--- src/sv/crc_pkg.sv ---
// ----------------------------------------------------------------------------
// crc_pkg - circle raster canvas shared definitions
// command codes, register indexes, shape codes and the structs passed
// between the canvas modules
// ----------------------------------------------------------------------------
package crc_pkg;

  typedef logic [1:0] cmd_t;
  localparam cmd_t CMD_CLEAR = 2'd0;
  localparam cmd_t CMD_DRAW  = 2'd1;
  localparam cmd_t CMD_READ  = 2'd2;
  localparam cmd_t CMD_NOP   = 2'd3;

  typedef logic [1:0] reg_idx_t;
  localparam reg_idx_t REG_WIDTH  = 2'd0;
  localparam reg_idx_t REG_HEIGHT = 2'd1;
  localparam reg_idx_t REG_BG     = 2'd2;

  localparam logic [8:0] WIDTH_RST  = 9'd256;
  localparam logic [8:0] HEIGHT_RST = 9'd256;
  localparam logic [7:0] BG_RST     = 8'd32;

  localparam logic [7:0] SHAPE_RING = 8'd99;
  localparam logic [7:0] SHAPE_FILL = 8'd67;

  localparam logic [17:0] ONE_Q8 = 18'd256;

  typedef struct packed {
    logic [8:0] width;
    logic [8:0] height;
    logic [7:0] bg;
  } cfg_t;

  typedef struct packed {
    logic               fill;
    logic signed [18:0] cx;
    logic signed [18:0] cy;
    logic        [17:0] r;
    logic        [7:0]  ink;
  } circle_t;

  typedef enum logic [3:0] {
    ST_IDLE  = 4'b0001,
    ST_SCAN  = 4'b0010,
    ST_DRAIN = 4'b0100,
    ST_FIN   = 4'b1000
  } state_t;

endpackage

--- src/sv/crc_cfg.sv ---
// ----------------------------------------------------------------------------
// crc_cfg - configuration registers
// apb-style register file for canvas size and background byte
// ----------------------------------------------------------------------------
module crc_cfg (
  input  logic          clk,
  input  logic          rst_n,
  input  logic          cfg_psel,
  input  logic          cfg_penable,
  input  logic          cfg_pwrite,
  input  logic [3:0]    cfg_paddr,
  input  logic [31:0]   cfg_pwdata,
  output logic [31:0]   cfg_prdata,
  output logic          cfg_pready,
  output crc_pkg::cfg_t cfg
);
  import crc_pkg::*;

  cfg_t     cfg_r, cfg_nxt;
  logic     wr_en;
  reg_idx_t idx;

  assign idx   = cfg_paddr[3:2];
  assign wr_en = cfg_psel & cfg_penable & cfg_pwrite;

  always_comb begin
    cfg_nxt = cfg_r;
    if (wr_en) begin
      case (idx)
        REG_WIDTH:  cfg_nxt.width  = cfg_pwdata[8:0];
        REG_HEIGHT: cfg_nxt.height = cfg_pwdata[8:0];
        REG_BG:     cfg_nxt.bg     = cfg_pwdata[7:0];
        default:    cfg_nxt = cfg_r;
      endcase
    end
  end

  always_ff @(posedge clk) begin
    if (!rst_n) begin
      cfg_r.width  <= WIDTH_RST;
      cfg_r.height <= HEIGHT_RST;
      cfg_r.bg     <= BG_RST;
    end else begin
      cfg_r <= cfg_nxt;
    end
  end

  always_comb begin
    case (idx)
      REG_WIDTH:  cfg_prdata = {23'd0, cfg_r.width};
      REG_HEIGHT: cfg_prdata = {23'd0, cfg_r.height};
      REG_BG:     cfg_prdata = {24'd0, cfg_r.bg};
      default:    cfg_prdata = 32'd0;
    endcase
  end

  assign cfg_pready = 1'b1;
  assign cfg        = cfg_r;

endmodule

--- config.mk ---
export PLATFORM = sky130hd
export DESIGN_NAME = crc_cfg
export DESIGN_NICKNAME = d
export VERILOG_FILES = /design/src/sv/crc_pkg.sv /design/src/sv/crc_cfg.sv
export SDC_FILE = /design/constraint.sdc
export NUM_CORES = 1
export LEC_CHECK = 0
export BUFFER_PORTS_ARGS = -buffer_cell sky130_fd_sc_hd__buf_2
export CELL_PAD_IN_SITES_DETAIL_PLACEMENT = 1
export CELL_PAD_IN_SITES_GLOBAL_PLACEMENT = 2
export CORE_UTILIZATION = 23
export DETAILED_ROUTE_END_ITERATION = 8
export GPL_TIMING_DRIVEN = 0
export PLACE_DENSITY_LB_ADDON = 0.1
export SLEW_MARGIN = 20
export SYNTH_ARGS = -nofsm -noshare
export SYNTH_HDL_FRONTEND = slang
export SYNTH_SLANG_ARGS = --single-unit
--- constraint.sdc ---
create_clock -name clk -period 2.4 [get_ports clk]
set_clock_uncertainty 0.2 [all_clocks]
set_input_delay 0.24 -clock clk [delete_from_list [all_inputs] [get_ports clk]]
set_output_delay 0.24 -clock clk [all_outputs]
set_load 0.02 [all_outputs]
## Word-level counts from Yosys, hierarchy flattened

Index checks and enable logic that the tools add are counted.

| cells by class | value |
|---|---|
| bitwise logic cells | 2 |
| equality and inequality tests | 2 |
| reductions and logical operators | 4 |
| multiplexer cells | 1 |

Operators by type and width:

| kind | count |
|---|---|
| case mux 9 bit (3 select lines) | 1 |
| AND reduction 2 bit | 3 |
| bitwise AND 1 bit | 2 |
| == test 2 x 1 -> 1 bit (second input constant) | 1 |
| == test 2 bit (second input constant) | 1 |
| zero test 2 bit | 1 |

| storage, ports and cells | value |
|---|---|
| output and inout bits | 59 |
| word-level logic and storage cells | 12 |
| input bits | 41 |
| register bits | 26 |

## Longest topological paths before layout

Gate-level depths: netlist (run 1).

| logic depth | value |
|---|---|
| word-level depth | 3 |
| depth in mapped cells | 5 |
| mapped depth without buffers | 3 |

## Least setup slack after synthesis (run 1)

No wires, ideal clock.

| timing path | value |
|---|---|
| path kind | register to output |
| start | register cfg_r (netlist bit cfg[8]) |
| end | output port cfg_prdata[0] |
| buffers on the path | 0 |
| arrival | 1.026 ns |
| stages on the path, launching flop included | 3 |
| required time | 1.960 ns |
| setup slack | 0.934 ns |
| cell sequence | dfxtp_1 > mux2i_1 > o21ai_0 |

| between the ends | value |
|---|---|
| cells in the longest elaborated chain, start to end | 1 |

RTL lines:

| element | RTL line | source |
|---|---|---|
| start, declared | crc_cfg.sv:19 | `cfg_t cfg_r, cfg_nxt;` |
| start signal, assigned | crc_cfg.sv:44 | `cfg_r <= cfg_nxt;` |
| case mux 9 bit (3 select lines) | crc_cfg.sv:49 | `case (idx)` |
| end, declared | crc_cfg.sv:13 | `output logic [31:0] cfg_prdata,` |

No other way between the ends.

## Final worst setup path (run 1)

| timing path | value |
|---|---|
| start | register cfg_r (netlist bit cfg[17]) |
| end | output port cfg_prdata[0] |

The elaborated chain is that of the path after synthesis.

==> flow_summary.ini, run 1 <==
[power_and_ir_drop]
p_per_area_nw_per_um2 = 474
ir_drop_mv = 0.231
cellLeakagePower_nw = 0.979

[run_status]
violations = DRC
status = complete, but fails checks

[sta]
period_share_pct = 65.0
relSlewSlack_pct = 62.1
tns_ps = 0
hold_viol = 0
worst_pin_slew_ps = 569
fmax_mhz = 642
rsz0062_at_grt = no
fin_ws_ps = 841
maxSlewViolCount = 0
fin_crit_ps = 1560
finalSetupViolations = 0

[critical_path]
crit_chain = mux2i_1, o21ai_0, buf_2
crit_slowest_cell = dfxtp_1
r2r_slack_ps = 1540
crit_arrival_ps = 1120
cp_top_family = flip-flops
path_depth = 3
startpoint = cfg[17]
path_max_fanout = 3
endpoint = cfg_prdata[0]
cpPeakStageDelay_ps = 360
critPathRequiredTime_ps = 1960
r2r-end = cfg[14]
worstRegToRegCells = 2
r2r-start = cfg[14]
cp-start-kind = flip-flop
cp-end-kind = primary output
crit_type = flip-flop to primary output
cp.buffers_inverters = 1

[finish]
multi_input_area_um2 = 698
antennaDiodeCount = 0
largest_reg_flops = 26
nFillCells = 760
final_common_cell = buf_2
regArea_um2 = 520
finish.net_count = 272
layout_common_cells = buf_2 (51), nand2_1 (39), mux2i_1 (34), buf_4 (26), dfxtp_1 (26)
drive_gt1_share_pct = 37.8
area_delta_synth_final_pct = 34.1

[clock_tree]
clock-sinks = 26
cts_setup_buffers = 0
clkLatencyLatePin_ps = 270
clock_path_buffers = 2
post_cts_resize_count = 0
cts_buffers = 3
cts_tree = done
path_clk_slew_ps = 100
holdBufCountCts = 0
cts_root_buf = clkbuf_8
h-tree-depth = 1

[synth]
avgSynthCellArea_um2 = 9.02
syn_inst = 155
yosysUniqueCellTypes = 19
yosysSeqAreaShare_pct = 37.2
yosysWarnings = 0
synth_area_um2 = 1400
synth_seq_cells = 26

[place]
port_buffers = 49
place.gp.congestion = 0.653
place_ws_ps = 813
hpwl_um = 2880

[grt]
grt_pass1_vias = 1201
grt_max_degree = 15
antenna_found_initial = 0
grt-ovfl-total = 0
grt_pass1_wl_um = 6230
track_usage_pct = 13.2

[worst_hold_path]
min_path_type = input port to flip-flop

[drt]
drtIter0Drc = 22
wire_per_inst_um = 12.7
vias = 1227
viasPerCell = 4.02
drc_errors = 1
antenna_left = 0
finalWirelength_um = 3870
firstDrtPassIters = 6

[floorplanning]
start_util_pct = 23.8
die_width_um = 80.0
io_pins = 100
row_count = 28
die_y_um = 80.0
coreArea_um2 = 5890
die_area_um2 = 6400

[job]
cap_violations = 0
-- per-layer routing --
metal  vias to the layer above  GRT usage (%)  wire, µm
li1                        606              -         -
met1                       573           16.7      1770
met2                        44           21.8      1800
met3                         4           3.77       260
met4                         0           3.75        34
met5                         -              0         0
-- synth_stat cells --
cell type	count	share of area, %
mux2i_1	34	24
conb_1	2	0.54
nand3b_1	1	0.54
o21ai_0	8	2.9
buf_12	1	1.4
buf_4	26	14
clkbuf_1	3	0.80
nand3_1	1	0.36
and2_4	1	0.63
buf_6	2	1.6
inv_1	1	0.27
buf_2	2	0.72
and3_1	1	0.45
o211ai_2	1	0.89
nor2_1	1	0.27
nor2b_1	4	1.8
dfxtp_1	26	37
nand2_1	39	10
nor3b_2	1	0.89
-- kinds of logic after synthesis --
| kind of cell | count (synthesis) | synth area share (%) |
|---|---|---|
| AND/OR/NAND/NOR | 49 | 15.4 |
| flip-flops | 26 | 37.2 |
| multiplexers | 34 | 24.3 |
| buffers and inverters | 35 | 18.8 |
| other | 2 | 0.537 |
| AO/OA/AOI/OAI | 9 | 3.76 |
-- tightest hold or removal path, delay by kind of cell --
family	cells	cell delay, ps
compound gates	1	70
buf+inv	1	90
simple gates	1	70
-- worst min path at each step --
stage | from | to | slack [ps] | cells past startpoint
2_1_floorplan | cfg_pwdata[5] | cfg[5] | 200 | 2
6_report | cfg_pwdata[5] | cfg[5] | 30 | 3
4_1_cts | cfg_pwdata[5] | cfg[5] | 20 | 3
5_1_grt | cfg_pwdata[8] | cfg[25] | 40 | 3
3_5_place_dp | cfg[24] | cfg[24] | 270 | 2
3_3_place_gp | cfg[13] | cfg[13] | 270 | 2
-- cell type report --
cell class                 count  share of cell area (%)
multi-input combinational    116                    37.2
sequential                    26                    27.8
buffer                        34                    13.8
timing repair buffer          49                    13.1
tap                           75                    5.00
clock buffer                   4                    2.94
inverter                       1                   0.200
-- report_power, final --
| part | internal, mW | switching, mW | leakage (nW) | total, mW |
|---|---|---|---|---|
| sequential | 0.437 | 0.00445 | 0.210 | 0.441 |
| clock | 0.147 | 0.145 | 0.0288 | 0.292 |
| combinational | 0.0610 | 0.0945 | 0.740 | 0.156 |
-- stage by stage --
stage / hold WS (ps) / util [%] / total power [mW] / cell area, µm² / cells
5_1_grt: 36.1 / 31.9 / 0.934 / 1880 / 305
6_report: 25.6 / 31.9 / 0.889 / 1880 / 305
3_3_place_gp: 265 / 30.9 / 0.608 / 1820 / 301
4_1_cts: 23.9 / 31.9 / 0.905 / 1880 / 305
2_1_floorplan: 200 / - / 0.568 / 1480 / 177
3_5_place_dp: 266 / 30.9 / 0.608 / 1820 / 301
Power figures use the tool's default switching activity.
==> run 2: changes to the inputs <==
--- a/config.mk
+++ b/config.mk
@@ -8,7 +8,7 @@
 export BUFFER_PORTS_ARGS = -buffer_cell sky130_fd_sc_hd__buf_2
 export CELL_PAD_IN_SITES_DETAIL_PLACEMENT = 1
 export CELL_PAD_IN_SITES_GLOBAL_PLACEMENT = 2
-export CORE_UTILIZATION = 23
+export CORE_UTILIZATION = 19
 export DETAILED_ROUTE_END_ITERATION = 8
 export GPL_TIMING_DRIVEN = 0
 export PLACE_DENSITY_LB_ADDON = 0.1
==> constraint.sdc (replaced) <==
create_clock -name clk -period 1.4 [get_ports clk]
set_clock_uncertainty 0.2 [all_clocks]
set_input_delay 0.14 -clock clk [delete_from_list [all_inputs] [get_ports clk]]
set_output_delay 0.14 -clock clk [all_outputs]
set_load 0.02 [all_outputs]
==> flow_summary.ini, run 2 (same netlist as run 1, synthesis figures left out) <==
[sta]
hold_slack_ps = 41.0
tns_ps = 0
rsz0062_at_grt = yes
finalSetupViolations = 0
fmax_mhz = 726
worst_pin_slew_ps = 532
fin_crit_ps = 1380
relSlewSlack_pct = 64.5
hold_viol = 0
period_share_pct = 98.4
maxSlewViolCount = 0

[grt]
antenna_found_initial = 0
grt_pass1_vias = 1142
grt-ovfl-total = 0
track_usage_pct = 10.6
grt_max_degree = 15
grt_pass1_wl_um = 6090

[floorplanning]
io_pins = 100
start_util_pct = 20.1
die_width_um = 87.8
die_y_um = 87.8
coreArea_um2 = 6940
die_area_um2 = 7710
row_count = 30

[power_and_ir_drop]
swShare_pct = 27.1
power.share.sequential_pct = 49.0
ir_drop_mv = 0.347
p_switching_mw = 0.419
power.clock.fraction_pct = 32.2
power_frac_comb_pct = 18.8
internal_power_mw = 1.13
cellLeakagePower_nw = 1.03
p_per_area_nw_per_um2 = 755

[clock_tree]
clkLatencyLatePin_ps = 270
clock_path_buffers = 2
cts_tree = done
cts_buffers = 3
path_clk_slew_ps = 90
h-tree-depth = 1
clock-sinks = 26
cts_root_buf = clkbuf_8

[finish]
regArea_um2 = 541
final_cells = 337
multi_input_area_um2 = 698
final_common_cell = buf_2
area_delta_synth_final_pct = 46.2
largest_reg_flops = 26
nFillCells = 842
antennaDiodeCount = 0
drive_gt1_share_pct = 43.6
finish.net_count = 283
layout_common_cells = buf_2 (44), nand2_1 (39), buf_4 (35), mux2i_1 (34), conb_1 (24)

[critical_path]
endpoint = cfg_prdata[6]
cp-start-kind = flip-flop
r2r_slack_ps = 520
crit_chain = mux2i_1, o21ai_1, buf_4
critPathRequiredTime_ps = 1060
cp-end-kind = primary output
path_max_fanout = 3
r2r-end = cfg[19]
crit_type = flip-flop to primary output
crit_arrival_ps = 1040
worstRegToRegCells = 3
startpoint = cfg[14]
cpPeakStageDelay_ps = 350
crit_slowest_cell = dfxtp_2
r2r-start = cfg[19]

[drt]
finalWirelength_um = 4080
vias = 1247
firstDrtPassIters = 3
viasPerCell = 3.70
drtIter0Drc = 15
wire_per_inst_um = 12.1
antenna_left = 0
drc_errors = 0

[place]
place.gp.congestion = 0.637
port_buffers = 49
hpwl_um = 2970
place_inst = 322

[worst_hold_path]
hp-start = rst_n
min_path_cells = 3
min_path_type = input port to flip-flop

[job]
cap_violations = 0

[run_status]
status = completed
[run 2: changes by cell type in the layout (fill, tap and decap cells not counted)]
| cell | previous run | this run |
|---|---|---|
| dfxtp_1 | 26 | 10 |
| dfxtp_2 | 0 | 16 |
| buf_4 | 26 | 35 |
| dlygate4sd3_1 | 0 | 9 |
| buf_2 | 51 | 44 |
| o21ai_0 | 8 | 2 |
| o21ai_1 | 0 | 6 |
[run 2: power groups by stage]
stage	logic, mW	clock network [mW]	registers (mW)
floorplan	0.190	0	0.785
finish	0.290	0.497	0.757
detailed placement	0.270	0	0.774
CTS	0.290	0.525	0.757
global placement	0.271	0	0.774
global route	0.317	0.547	0.759
[run 2: layout make-up]
type	count	area share [%]
Buffer	34	12.7
Clock buffer	4	2.69
Inverter	1	0.184
Multi-Input combinational cell	116	34.1
Sequential cell	26	26.4
Tap cell	96	5.88
Timing Repair Buffer	60	18.0
[run 2: per-layer routing]
layer	track usage (%)	share of wire [%]	routed length, µm
met1	13.1	45	1840
met2	19.6	50	2040
met5	0	0	0
met3	2.26	4.7	192
met4	0.447	0.15	6
[run 2: how the worst min path moves through the flow]
stage,endpoint
floorplan,cfg[5]
finish,cfg[15]
detailed placement,cfg[16]
CTS,cfg[15]
global placement,cfg[25]
global route,cfg[15]
[run 2: metrics by stage]
stage | worst slack, ps | util [%] | instance area (µm²) | power (mW)
3_3_place_gp | -13.2 | 26.6 | 1850 | 1.04
3_5_place_dp | -15.4 | 26.6 | 1850 | 1.04
2_1_floorplan | 34.3 | - | 1480 | 0.975
6_report | 22.8 | 29.4 | 2040 | 1.54
5_1_grt | -37.7 | 29.4 | 2040 | 1.62
4_1_cts | -5.84 | 28.8 | 2000 | 1.57
[run 2: worst max-delay path: cells and delay by family, from the launching register on]
kind | cells | cell delay [ps]
DFF | 1 | 350
AOI/OAI and AO/OA | 1 | 180
buffers and inverters | 1 | 170
muxes | 1 | 70
[run 2: timing repair]
action                                 CTS  global route
hold buffers                             9             0
setup endpoints to repair                6             8
buffers inserted                         0             2
pin swaps                                0             2
endpoints found under the hold margin   26             0
gates resized for setup                 10            19
