==> config.mk <==
export PLATFORM = sky130hd
export DESIGN_NAME = crc_dist
export DESIGN_NICKNAME = d
export VERILOG_FILES = /design/src/sv/crc_pkg.sv /design/src/sv/crc_dist.sv
export SDC_FILE = /design/constraint.sdc
export NUM_CORES = 2
export LEC_CHECK = 0
export BUFFER_PORTS_ARGS = -buffer_cell sky130_fd_sc_hd__buf_4
export CELL_PAD_IN_SITES_DETAIL_PLACEMENT = 0
export CELL_PAD_IN_SITES_GLOBAL_PLACEMENT = 1
export CORE_UTILIZATION = 30
export CTS_CLUSTER_DIAMETER = 60
export DETAILED_ROUTE_END_ITERATION = 16
export GPL_ROUTABILITY_DRIVEN = 0
export GPL_TIMING_DRIVEN = 0
export PLACE_DENSITY = 0.53
export SYNTH_ARGS = -nofsm -noshare
export SYNTH_HDL_FRONTEND = slang
export SYNTH_SLANG_ARGS = --single-unit
==> constraint.sdc <==
create_clock -name clk -period 7.1 [get_ports clk]
set_input_delay 0 -clock clk [delete_from_list [all_inputs] [get_ports clk]]
set_output_delay 0 -clock clk [all_outputs]
set_load 0.03 [all_outputs]
==> src/sv/crc_pkg.sv <==
// ----------------------------------------------------------------------------
// crc_pkg - circle raster canvas shared definitions
// command codes, register indexes, shape codes and the structs passed
// between the canvas modules
// ----------------------------------------------------------------------------
package crc_pkg;

  typedef logic [1:0] cmd_t;
  localparam cmd_t CMD_CLEAR = 2'd0;
  localparam cmd_t CMD_DRAW  = 2'd1;
  localparam cmd_t CMD_READ  = 2'd2;
  localparam cmd_t CMD_NOP   = 2'd3;

  typedef logic [1:0] reg_idx_t;
  localparam reg_idx_t REG_WIDTH  = 2'd0;
  localparam reg_idx_t REG_HEIGHT = 2'd1;
  localparam reg_idx_t REG_BG     = 2'd2;

  localparam logic [8:0] WIDTH_RST  = 9'd256;
  localparam logic [8:0] HEIGHT_RST = 9'd256;
  localparam logic [7:0] BG_RST     = 8'd32;

  localparam logic [7:0] SHAPE_RING = 8'd99;
  localparam logic [7:0] SHAPE_FILL = 8'd67;

  localparam logic [17:0] ONE_Q8 = 18'd256;

  typedef struct packed {
    logic [8:0] width;
    logic [8:0] height;
    logic [7:0] bg;
  } cfg_t;

  typedef struct packed {
    logic               fill;
    logic signed [18:0] cx;
    logic signed [18:0] cy;
    logic        [17:0] r;
    logic        [7:0]  ink;
  } circle_t;

  typedef enum logic [3:0] {
    ST_IDLE  = 4'b0001,
    ST_SCAN  = 4'b0010,
    ST_DRAIN = 4'b0100,
    ST_FIN   = 4'b1000
  } state_t;

endpackage

==> src/sv/crc_dist.sv <==
// ----------------------------------------------------------------------------
// crc_dist - pixel distance test pipeline
// squares the pixel offsets, compares against the radius bounds and
// issues a canvas write for every covered pixel
// ----------------------------------------------------------------------------
module crc_dist #(
  parameter int SIDE_W = 8
) (
  input  logic                  clk,
  input  logic                  rst_n,
  input  crc_pkg::circle_t      circ,
  input  logic                  issue,
  input  logic [SIDE_W-1:0]     col,
  input  logic [SIDE_W-1:0]     row,
  output logic                  busy,
  output logic                  wr_en,
  output logic [2*SIDE_W-1:0]   wr_addr,
  output logic [7:0]            wr_data
);
  import crc_pkg::*;

  localparam int D_W  = ((SIDE_W + 8 > 18) ? SIDE_W + 8 : 18) + 2;
  localparam int SQ_W = 2 * D_W;
  localparam int D2_W = SQ_W + 1;

  logic signed [D_W-1:0]  dx_nxt, dy_nxt;
  logic signed [D_W-1:0]  p1_dx_r, p1_dy_r;
  logic [2*SIDE_W-1:0]    p1_addr_r, p2_addr_r;
  logic                   p1_valid_r, p2_valid_r;
  logic signed [SQ_W-1:0] sq_x, sq_y;
  logic [SQ_W-1:0]        p2_dx2_r, p2_dy2_r;
  logic [35:0]            r2_r, rm2_r;
  logic [35:0]            r2_nxt, rm2_nxt;
  logic [17:0]            rm;
  logic                   rm_neg_r;
  logic [D2_W-1:0]        d2, r2_ext, rm2_ext;
  logic                   hit;

  // radius bounds, stable for the whole draw
  assign rm      = circ.r - ONE_Q8;
  assign r2_nxt  = 36'(circ.r) * 36'(circ.r);
  assign rm2_nxt = 36'(rm) * 36'(rm);

  always_ff @(posedge clk) begin
    r2_r     <= r2_nxt;
    rm2_r    <= rm2_nxt;
    rm_neg_r <= (circ.r[17:8] == 10'd0);
  end

  // stage 1: offsets from the center
  assign dx_nxt = $signed({{(D_W-SIDE_W-8){1'b0}}, col, 8'd0})
                - $signed({{(D_W-19){circ.cx[18]}}, circ.cx});
  assign dy_nxt = $signed({{(D_W-SIDE_W-8){1'b0}}, row, 8'd0})
                - $signed({{(D_W-19){circ.cy[18]}}, circ.cy});

  always_ff @(posedge clk) begin
    p1_dx_r   <= dx_nxt;
    p1_dy_r   <= dy_nxt;
    p1_addr_r <= {row, col};
  end

  // stage 2: squares
  assign sq_x = p1_dx_r * p1_dx_r;
  assign sq_y = p1_dy_r * p1_dy_r;

  always_ff @(posedge clk) begin
    p2_dx2_r  <= sq_x;
    p2_dy2_r  <= sq_y;
    p2_addr_r <= p1_addr_r;
  end

  always_ff @(posedge clk) begin
    if (!rst_n) begin
      p1_valid_r <= 1'b0;
      p2_valid_r <= 1'b0;
    end else begin
      p1_valid_r <= issue;
      p2_valid_r <= p1_valid_r;
    end
  end

  // stage 3: compare and write
  assign d2      = D2_W'(p2_dx2_r) + D2_W'(p2_dy2_r);
  assign r2_ext  = D2_W'(r2_r);
  assign rm2_ext = D2_W'(rm2_r);

  always_comb begin
    if (circ.fill) begin
      hit = (d2 <= r2_ext);
    end else begin
      hit = (d2 < r2_ext) && (rm_neg_r || (d2 > rm2_ext));
    end
  end

  assign busy    = p1_valid_r | p2_valid_r;
  assign wr_en   = p2_valid_r & hit;
  assign wr_addr = p2_addr_r;
  assign wr_data = circ.ink;

endmodule

Yosys cells after proc, flatten, opt, wreduce, memory -nomap -nowiden
Index checks and enable logic that the tools add are counted.
{"block": "totals", "reg_bits": 227, "out_inout_bits": 26, "in_bits": 84}
{"block": "op_classes", "n_addsub": 4, "n_bitwise": 2, "order_cmp": 3, "multipliers": 4, "n_reduce_logical": 3, "mux": 1}
{"cell": "$mul A20 B20 Y40", "n": 2}
{"cell": "$mul A18 B18 Y36", "n": 2}
{"cell": "$add A40 B40 Y41", "n": 1}
{"cell": "$gt A41 B36 Y1", "n": 1}
{"cell": "$le A41 B36 Y1", "n": 1}
{"cell": "$lt A41 B36 Y1", "n": 1}
{"cell": "$sub A17 B19 Y20", "n": 2}
{"cell": "$sub A18 B9 Y18 const B", "n": 1}
{"cell": "$logic_not A10 Y1", "n": 1}
{"cell": "$and A1 B1 Y1", "n": 1}
{"cell": "$logic_and A1 B1 Y1", "n": 1}
{"cell": "$logic_or A1 B1 Y1", "n": 1}
{"cell": "$mux W1", "n": 1}
{"cell": "$or A1 B1 Y1", "n": 1}

Logic depth before layout (Yosys ltp)
{"block": "depth", "word_depth": 6, "ltp_mapped": 31}

Worst setup path after synthesis
Ideal clock, no wire load.
{"block": "synth_timing", "kind": "input -> register", "from": "input circ[16] in the netlist's numbering", "to": "register rm2_r[34]", "t_arrival_ns": 6.988, "setup_slack_ns": -0.006, "cell_stages": 28, "path_cell_list": "inv_1 > clkbuf_1 > ha_1 > xnor2_1 > clkinv_1 > and2_1 > fa_1 > fa_1 > inv_1 > fa_1 > inv_1 > fa_1 > fa_1 > inv_1 > fa_1 > inv_1 > ha_1 > a21o_1 > a21o_1 > a21o_1 > a21o_1 > a21oi_1 > o21ai_0 > a31o_2 > a31oi_1 > o31ai_1 > o41a_1 > xor2_1"}
{"block": "synth_between", "elab_chain_len": 2}
{"item": "from (decl)", "line": "crc_dist.sv:11", "text": "input crc_pkg::circle_t circ,"}
{"item": "$sub A18 B9 Y18", "line": "crc_dist.sv:40", "text": "assign rm = circ.r - ONE_Q8;"}
{"item": "$mul A18 B18 Y36", "line": "crc_dist.sv:42", "text": "assign rm2_nxt = 36'(rm) * 36'(rm);"}
{"item": "named net rm2_nxt[34]", "line": "crc_dist.sv:33", "text": "logic [35:0] r2_nxt, rm2_nxt;"}
{"item": "to (signal assigned)", "line": "crc_dist.sv:46", "text": "rm2_r <= rm2_nxt;"}
{"item": "to (decl)", "line": "crc_dist.sv:32", "text": "logic [35:0] r2_r, rm2_r;"}
The timed path passes the listed nets, and every way through them passes these cells.
A chain may end at the register's enable or synchronous reset.

Final worst setup path
{"block": "layout_timing", "from": "register p1_dx_r[19]", "to": "register p2_dx2_r[39]"}
{"block": "layout_between", "elab_chain_len": 1}
{"item": "from (decl)", "line": "crc_dist.sv:27", "text": "logic signed [D_W-1:0] p1_dx_r, p1_dy_r;"}
{"item": "from (signal assigned)", "line": "crc_dist.sv:57", "text": "p1_dx_r <= dx_nxt;"}
{"item": "$mul A20 B20 Y40", "line": "crc_dist.sv:63", "text": "assign sq_x = p1_dx_r * p1_dx_r;"}
{"item": "named net sq_x[39]", "line": "crc_dist.sv:30", "text": "logic signed [SQ_W-1:0] sq_x, sq_y;"}
{"item": "to (signal assigned)", "line": "crc_dist.sv:67", "text": "p2_dx2_r <= sq_x;"}
{"item": "to (decl)", "line": "crc_dist.sv:31", "text": "logic [SQ_W-1:0] p2_dx2_r, p2_dy2_r;"}
The timed path passes the listed nets, and every way through them passes these cells.

==> metrics.txt <==
# TYPE chip_impl_metric gauge
chip_impl_metric{name="rows",unit=""} 152
chip_impl_metric{name="grt.overflow.total",unit=""} 0
chip_impl_metric{name="ys_seq_area_share",unit="%"} 8.280
chip_impl_metric{name="avgRoutedWirePerCell",unit="um"} 17.85
chip_impl_metric{name="worst-endpoint-required",unit="ns"} 7.66
chip_impl_metric{name="tritoncts_num_sinks",unit=""} 216
chip_impl_metric{name="clkSlewWorstSetupHoldPaths",unit="ns"} 0.05
chip_impl_metric{name="yosys_register_bits",unit=""} 216
chip_impl_metric{name="grt_pass1_wl",unit="um"} 234100
chip_impl_metric{name="starting_density_of_the_core",unit="%"} 30.31
chip_impl_metric{name="clock_tree.htree_level_count",unit=""} 1
chip_impl_metric{name="count_of_vias_placed_by_the_detailed_router",unit=""} 36180
chip_impl_metric{name="cts_buffers",unit=""} 31
chip_impl_metric{name="skew_final",unit="ns"} 0.01799
chip_impl_info{name="run_status",value="completed"} 1
chip_impl_metric{name="setup-tns-final",unit="ns"} 0
chip_impl_metric{name="yosys.cell_types.count",unit=""} 76
chip_impl_metric{name="buffer_ports.inserted",unit=""} 97
chip_impl_metric{name="period_share",unit="%"} 98.39
chip_impl_metric{name="floorplan.io_pins",unit=""} 110
chip_impl_metric{name="cp_data_arrival_time",unit="ns"} 7.54
chip_impl_info{name="synth_flop_cell",value="dfxtp_1"} 1
chip_impl_metric{name="max-slew-margin-rel",unit="%"} 15.74
chip_impl_metric{name="maxCapViolCount",unit=""} 0
chip_impl_metric{name="worstMarginPinSlew",unit="ns"} 1.251
chip_impl_metric{name="grt_pass1_vias",unit=""} 40580
chip_impl_info{name="critPathKind",value="flip-flop to flip-flop"} 1
chip_impl_metric{name="timing.fmax",unit="GHz"} 0.1432
chip_impl_metric{name="final_max_slew_viol_count",unit=""} 0
chip_impl_metric{name="core-area",unit="um2"} 172300
chip_impl_metric{name="detailed_place_hpwl",unit="um"} 125400
chip_impl_info{name="cts_tree",value="built"} 1
chip_impl_metric{name="setup_viol_count_final",unit=""} 0
chip_impl_metric{name="initial_antenna_violation_count",unit=""} 8
chip_impl_info{name="most-common-layout-cells",value="inv_1 (1626), fa_1 (1175), ha_1 (503)"} 1
chip_impl_metric{name="cts_buffer_depth",unit=""} 3
chip_impl_metric{name="die_w",unit="um"} 419.2
chip_impl_metric{name="number_of_hold_slack_violations_in_the_final_timing_report",unit=""} 0
chip_impl_metric{name="synthesis.area",unit="um2"} 52220
chip_impl_metric{name="critical_path.max_stage_delay",unit="ns"} 0.53
chip_impl_metric{name="antenna_violating_nets_post_route",unit=""} 0
chip_impl_metric{name="nFillCells",unit=""} 17980
chip_impl_info{name="cts.root.buffer_cell",value="clkbuf_16"} 1
chip_impl_metric{name="drt_pre_antenna_iters",unit=""} 5
chip_impl_info{name="rsz_0062_raised_after_global_routing",value="yes"} 1
chip_impl_metric{name="synthToLayoutAreaGrowth",unit="%"} 16.77
chip_impl_metric{name="avgSynthCellArea",unit="um2"} 9.372
chip_impl_metric{name="synth_enable_flop_cells",unit=""} 0
chip_impl_info{name="timing.critical_path.mode_cell",value="fa_1"} 1
chip_impl_metric{name="ys_async_rst_share",unit="%"} 0
chip_impl_info{name="endpoint_kind",value="flip-flop"} 1
chip_impl_metric{name="syn_inst",unit=""} 5572
chip_impl_metric{name="drt-total-wl",unit="um"} 147600
chip_impl_metric{name="placed_cell_area",unit="um2"} 55850
chip_impl_info{name="timing.critical_path.slowest_stage_cell",value="fa_1"} 1
chip_impl_metric{name="cp.buffers_inverters",unit=""} 8
chip_impl_metric{name="finalNetCount",unit=""} 7748
chip_impl_metric{name="drtIter0Drc",unit=""} 1309
chip_impl_metric{name="fin_util",unit="%"} 35.39
chip_impl_metric{name="detail_route.drc_violations",unit=""} 0
chip_impl_metric{name="design.die.area",unit="um2"} 175700
chip_impl_info{name="crit_family",value="adder cells"} 1
chip_impl_metric{name="ys_warn_count",unit=""} 0
chip_impl_info{name="most_common_library_cell_in_the_layout_ignoring_fill_and_taps",value="inv_1"} 1
chip_impl_metric{name="worst_skew_pair.late_latency",unit="ns"} 0.63
chip_impl_metric{name="final_design_area_no_fill",unit="um2"} 60980
chip_impl_metric{name="globalRouteTotalUtil",unit="%"} 17.48
chip_impl_metric{name="post-route-min-period",unit="ns"} 6.986
chip_impl_info{name="hold_path_class",value="input port to flip-flop"} 1
chip_impl_metric{name="grt_start_max_net_pins",unit=""} 15
chip_impl_metric{name="viasPerCell",unit=""} 4.375
chip_impl_info{name="worstSetupStartpointType",value="flip-flop"} 1
chip_impl_metric{name="die_height",unit="um"} 419.2
chip_impl_metric{name="crit_fanout",unit=""} 6
chip_impl_metric{name="drive_above_1_share",unit="%"} 10.61
==> flip-flops by register name, summed over array words and instances (netlist names) <==
register,flops
rm_neg_r,1
p2_valid_r,1
rm2_r,35
p1_dy_r,20
p2_dx2_r,39
r2_r,28
p1_addr_r,16
p1_valid_r,1
p1_dx_r,20
wr_addr,16
p2_dy2_r,39
==> area by class of cell <==
class	instances	area, um2	area share [%]
Clock inverter	17	201.4	0.3304
Antenna cell	5	12.51	0.02052
Buffer	112	1159	1.900
Multi-Input combinational cell	3569	42220	69.24
Clock buffer	39	855.8	1.403
Timing Repair Buffer	336	2853	4.678
Sequential cell	216	4443	7.286
Tap cell	2310	2890	4.740
Inverter	1665	6342	10.40
==> final timing paths <==
kind / to / slack (ns) / startpoint / depth (start not counted)
worst min-delay path: p1_dx_r[0] / 0.08 / circ[45] / 2
worst max-delay path: p2_dx2_r[39] / 0.11 / p1_dx_r[19] / 28
worst min register to register: wr_addr[14] / 0.33 / p1_addr_r[14] / 0
worst max register to register: p2_dx2_r[39] / 0.11 / p1_dx_r[19] / 28
==> synthesized netlist by cell type (9+ instances only) <==
library cell	count	area (um2)
inv_1	1655	6212
fa_1	1199	24000
ha_1	534	6681
nand2_1	395	1483
nor2_1	268	1006
and2_1	232	1451
dfxtp_1	216	4324
xnor2_1	166	1454
a21oi_1	157	785.8
clkbuf_1	111	416.7
a21o_1	91	683.2
xor2_1	66	578.1
o21ai_0	62	310.3
nor3_1	46	230.2
nand2b_1	41	256.5
o21a_1	35	262.8
nor2b_1	33	206.5
nand3_1	32	160.2
o21bai_1	23	172.7
nand4_1	18	112.6
o21ai_1	18	90.09
a31oi_1	14	87.58
or2_2	12	75.07
a211oi_1	11	82.58
o31ai_1	9	67.56
==> stage by stage <==
step / hold WS, ns / instances / setup slack (ns)
after CTS: 0.03309 / 8200 / -0.05156
after detailed placement: 0.1187 / 7980 / -2.471
after global placement: 0.1169 / 7980 / -2.943
after global routing: 0.06592 / 8265 / -0.2465
after floorplan: 0.02772 / 5573 / -0.006333
final: 0.07509 / 8269 / 0.1143
==> kinds of logic after synthesis <==
group,share of synthesized area [%]
buf+inv,12.91
fa+ha+maj,58.76
simple gates,10.04
compound gates,6.026
xor+xnor,3.891
flops,8.280
mux,0.08385
other cells,0.007181
==> metal layers <==
metal | vias to the layer above | part of all wire [%] | GRT usage [%]
li1 | 17130 | - | -
met1 | 18510 | 44 | 23.01
met2 | 424 | 51 | 32.00
met3 | 114 | 2.7 | 1.013
met4 | 0 | 1.6 | 2.419
met5 | - | 0 | 0
==> what timing repair did <==
action                     in CTS  in global routing
gates resized for setup       363                192
buffers inserted               72                 66
setup endpoints to repair      78                 29
hold endpoints to repair       62                  0
pin swaps                      48                 90
hold buffers                  101                  0
Power is left out: the tool's default activity adds up to more than one toggle a clock period on the data nets, which glitch-free logic cannot reach.
